<file path="config.mk">
export PLATFORM = sky130hd
export DESIGN_NAME = lnbs_ram
export DESIGN_NICKNAME = d
export VERILOG_FILES = /design/src/sv/lnbs_ram.sv
export SDC_FILE = /design/constraint.sdc
export NUM_CORES = 1
export LEC_CHECK = 0
export BUFFER_PORTS_ARGS = -buffer_cell sky130_fd_sc_hd__buf_2
export CAP_MARGIN = 5
export CORE_ASPECT_RATIO = 0.5
export CORE_MARGIN = 1.5
export CORE_UTILIZATION = 29
export CTS_CLUSTER_SIZE = 12
export DETAILED_ROUTE_END_ITERATION = 6
export GPL_ROUTABILITY_DRIVEN = 0
export PLACE_DENSITY_LB_ADDON = 0.05
export SETUP_SLACK_MARGIN = 0.05
export SYNTH_ARGS = -nofsm -noshare
export SYNTH_HDL_FRONTEND = slang
export SYNTH_SLANG_ARGS = --single-unit
</file>
<file path="constraint.sdc">
create_clock -name clk -period 2.8 [get_ports clk]
set_clock_uncertainty 0.2 [all_clocks]
set_input_delay 0.56 -clock clk [delete_from_list [all_inputs] [get_ports clk]]
set_output_delay 0.56 -clock clk [all_outputs]
set_load 0.01 [all_outputs]
</file>
<file path="src/sv/lnbs_ram.sv">
`timescale 1ns / 1ps

module lnbs_ram #(
  parameter int WIDTH = 16,
  parameter int DEPTH = 16,
  localparam int AW   = (DEPTH > 1) ? $clog2(DEPTH) : 1
) (
  input  logic             clk,
  input  logic             we,
  input  logic [AW-1:0]    waddr,
  input  logic [WIDTH-1:0] wdata,
  input  logic             re,
  input  logic [AW-1:0]    raddr,
  output logic [WIDTH-1:0] rdata
);

  logic [WIDTH-1:0] mem [DEPTH];

  // One write port, one registered read port; data holds while re is low
  always_ff @(posedge clk) begin
    if (we) begin
      mem[waddr] <= wdata;
    end
    if (re) begin
      rdata <= mem[raddr];
    end
  end

endmodule

</file>
; After elaboration in Yosys (flattened, before gate mapping)
; Memory sizes are Yosys's and may differ from the RTL's. A register that Yosys moved wholly into a read port is not among the register bits.
; Cells that the tools add are included.
[word_totals]
regBits = 0
ram_bits = 256
input_bits = 27
wordCells = 3
mem_count = 1
[mem_list]
columns = name, words, width, read_ports, rd_ports_with_merged_regs, wr, line
row1 = mem, 16, 16, 1, 1, 1, 17  ; logic [WIDTH-1:0] mem [DEPTH];
[classes]
mux = 2
[ops]
columns = cell, count
row1 = 2-to-1 mux 1 bit, 2

; Logic depth before layout (Yosys ltp)
[logic_depth]
word_depth = 2
depth_mapped = 5
ltp_nobuf = 3

; Least setup slack after synthesis
; No wires, ideal clock.
[synth_timing]
path_type = input port to flip-flop
start = input waddr[2]
end = memory mem[0][0] (enable)
setup_ns = 0.409
arrival_ns = 2.206
t_required_ns = 2.191
path_slack_ns = -0.015
path_stages = 2
path_buffers = 0
path_cell_list = or3b_2 -> nor3_1
[synth_rtl]
columns = item, line
row1 = "start, declared", 10  ; input logic [AW-1:0] waddr,
row2 = "end, declared", 17
; Straight into the memory's write port.

; Final worst setup path
[layout_timing]
start = register rdata[10], read port of mem
end = output rdata[10]
[layout_rtl]
columns = item, line
row1 = "start, declared", 14  ; output logic [WIDTH-1:0] rdata
; No word-level cell between the ends.

==> metrics.txt <==
run status=finished, final reports clean; RR Startpoint=mem[8][9]; CTS Sinks=272; final hold viol count=0; Worst-Skew Late Latency=0.55 ns; first-pass GRT wire length=36,800 um; vias per std cell=4.66; crit-path max cell delay=0.40 ns; clock buffer depth=3; Yosys cell types=18; FF+latch count, synth=272; ranking of synthesized cells by area=edfxtp_1 80%, mux4_2 12%, mux4_1 2.6%; sw frac=0.211; register area share after synthesis=0.800; final setup fails=0; Final Power=8.40 mW; Reg power frac=0.549; fin cells=1,013; hold path start=wdata[11]; hold crit path type=in2reg; worst setup path start=rdata[10]; count leader, synth=edfxtp_1; pre-CTS setup slack=0.366 ns; Clock Power Share=0.399; area growth from synthesis to layout=18.6%; Fmax achieved=534 MHz; via count=4,718; H-Tree Depth=1; cts repair resizes=0; Cell Pwr Density=694 nW/um^2; antenna cells=0; drt total wl=25,300 um; number of buffers created by CTS=28; Gate Count Post-Synth=432; most frequent cells after synthesis=272 x edfxtp_1, 54 x mux4_2, 32 x a22oi_1; Worst VDD drop=0.000422 V; Setup WS post-layout=0.926 ns; WP buf/inv=1; Worst EP arrival=1.11 ns; first drt pass iteration count=4; fin nets=551; period utilization=0.669; leakage=3.88 nW; Max Cap Viol=0; Fin Setup TNS=0 ns; P_sw=1.77 mW; share of layout cells above drive strength 1=0.349; drt drc=0; Worst-path clk slew=0.06 ns; # hold bufs at CTS=0; RSZ-0062 raised after global routing=no; slowest stage cell, crit path=edfxtp_1; die width=268 um; critical path required time=2.04 ns; Syn Area/Cell=23.6 um^2; Total GRT Usage=0.145; cell family with most CP delay=flip-flops; Placed Cells incl. Taps=969; crit path max fanout=1; Starting Density=0.295; number of synthesized flops with an enable pin=272; synth warn=0; asr flop ratio synth=0; Slew Viols, Final=0; DR WL/cell=25.0 um; crit path kind=reg2out; Die Y=136 um; Detail Placement HPWL=15,600 um; P_int=6.63 mW; TritonCTS clock tree=yes; # port buffers=42; Startpoint Class=register; syn_nets=459; Worst setup EP type=primary output; final core utilization=0.350; Synth area leader=edfxtp_1; I/O pins=43; vias in the first global route=5,019; core box area=34,500 um^2; crit path cell chain=buf_2; Synth top area share=0.800; Synth Flop Type=edfxtp_1; die area=36,400 um^2; Tightest Pin Transition=0.754 ns; Cell Area, Synth=10,200 um^2; Rel. slew slack=0.495; Antenna Nets Post-Route=0; Logic pwr share=0.052; root buf cell=clkbuf_16; cell row count=48; initial antenna violation count=0; largest net degree at the start of global routing=50; GR Overflow Total=0; fill cell count=3,212; DRT iter0 DRCs=408; min Tclk post-route=1.87 ns; Post-CTS Setup Bufs=0
## metrics by stage
stage / hold slack [ns] / area (um^2)
floorplan: 0.459 / 10200
global placement: 0.547 / 11300
detailed placement: 0.543 / 11300
CTS: 0.172 / 12100
global route: 0.186 / 12100
finish: 0.197 / 12100
## power groups by stage
stage / clock (mW) / sequential (mW) / combinational (mW)
after floorplan: 0 / 4.70 / 0.223
after global placement: 0 / 4.70 / 0.456
after detailed placement: 0 / 4.70 / 0.455
after CTS: 3.46 / 4.61 / 0.456
after global routing: 3.62 / 4.61 / 0.479
final: 3.35 / 4.61 / 0.438
## kinds of logic (layout without fill, tap and decap cells)
kind of cell           after synthesis  count (layout)  share of synthesized area
multiplexers                        64              64                      0.145
AND/OR/NAND/NOR                     43              43                     0.0189
flip-flops                         272             272                      0.800
AO/OA/AOI/OAI                       32              32                     0.0235
buffers and inverters               21             127                     0.0121
## per-layer routing
metal | share of wire | vias up | global-route usage
met2 | 0.44 | 93 | 0.215
met5 | 0 | - | 0
met4 | 0.016 | 0 | 0.0257
met1 | 0.50 | 2549 | 0.222
li1 | - | 2038 | -
met3 | 0.043 | 38 | 0.0291
## state kept, by name, summed over array words and instances, names as in the netlist
signal,count
mem,256
rdata,16
## placed cells by master, fill, tap and decap left out
master	n
clkinv_1	5
nor3_2	3
nand2b_1	2
nor3_4	1
nand2_1	17
nor2_2	13
mux4_2	54
and2_1	1
nand3_1	1
buf_2	41
a22oi_1	32
nor2b_2	2
buf_12	4
edfxtp_1	272
clkinv_2	1
clkbuf_1	8
nand3b_1	2
buf_4	38
mux4_1	10
or3b_2	1
inv_6	1
clkbuf_16	29
## final timing paths
path / cells after the start / end / slack, ns
worst max register to register: 3 / rdata[9] / 1.09
worst max-delay path: 1 / rdata[10] / 0.93
worst min-delay path: 1 / mem[6][11] / 0.20
worst min register to register: 3 / rdata[14] / 0.54
## area by class of cell
type                            instances  area [um^2]  share of cell area
Sequential cell                       272         8170               0.675
Clock inverter                          7         32.5             0.00269
Multi-Input combinational cell        139         1980               0.163
Clock buffer                           37          756              0.0625
Timing Repair Buffer                   83          571              0.0472
Tap cell                              475          594              0.0491
No activity file was read; power rests on OpenSTA's default activity.
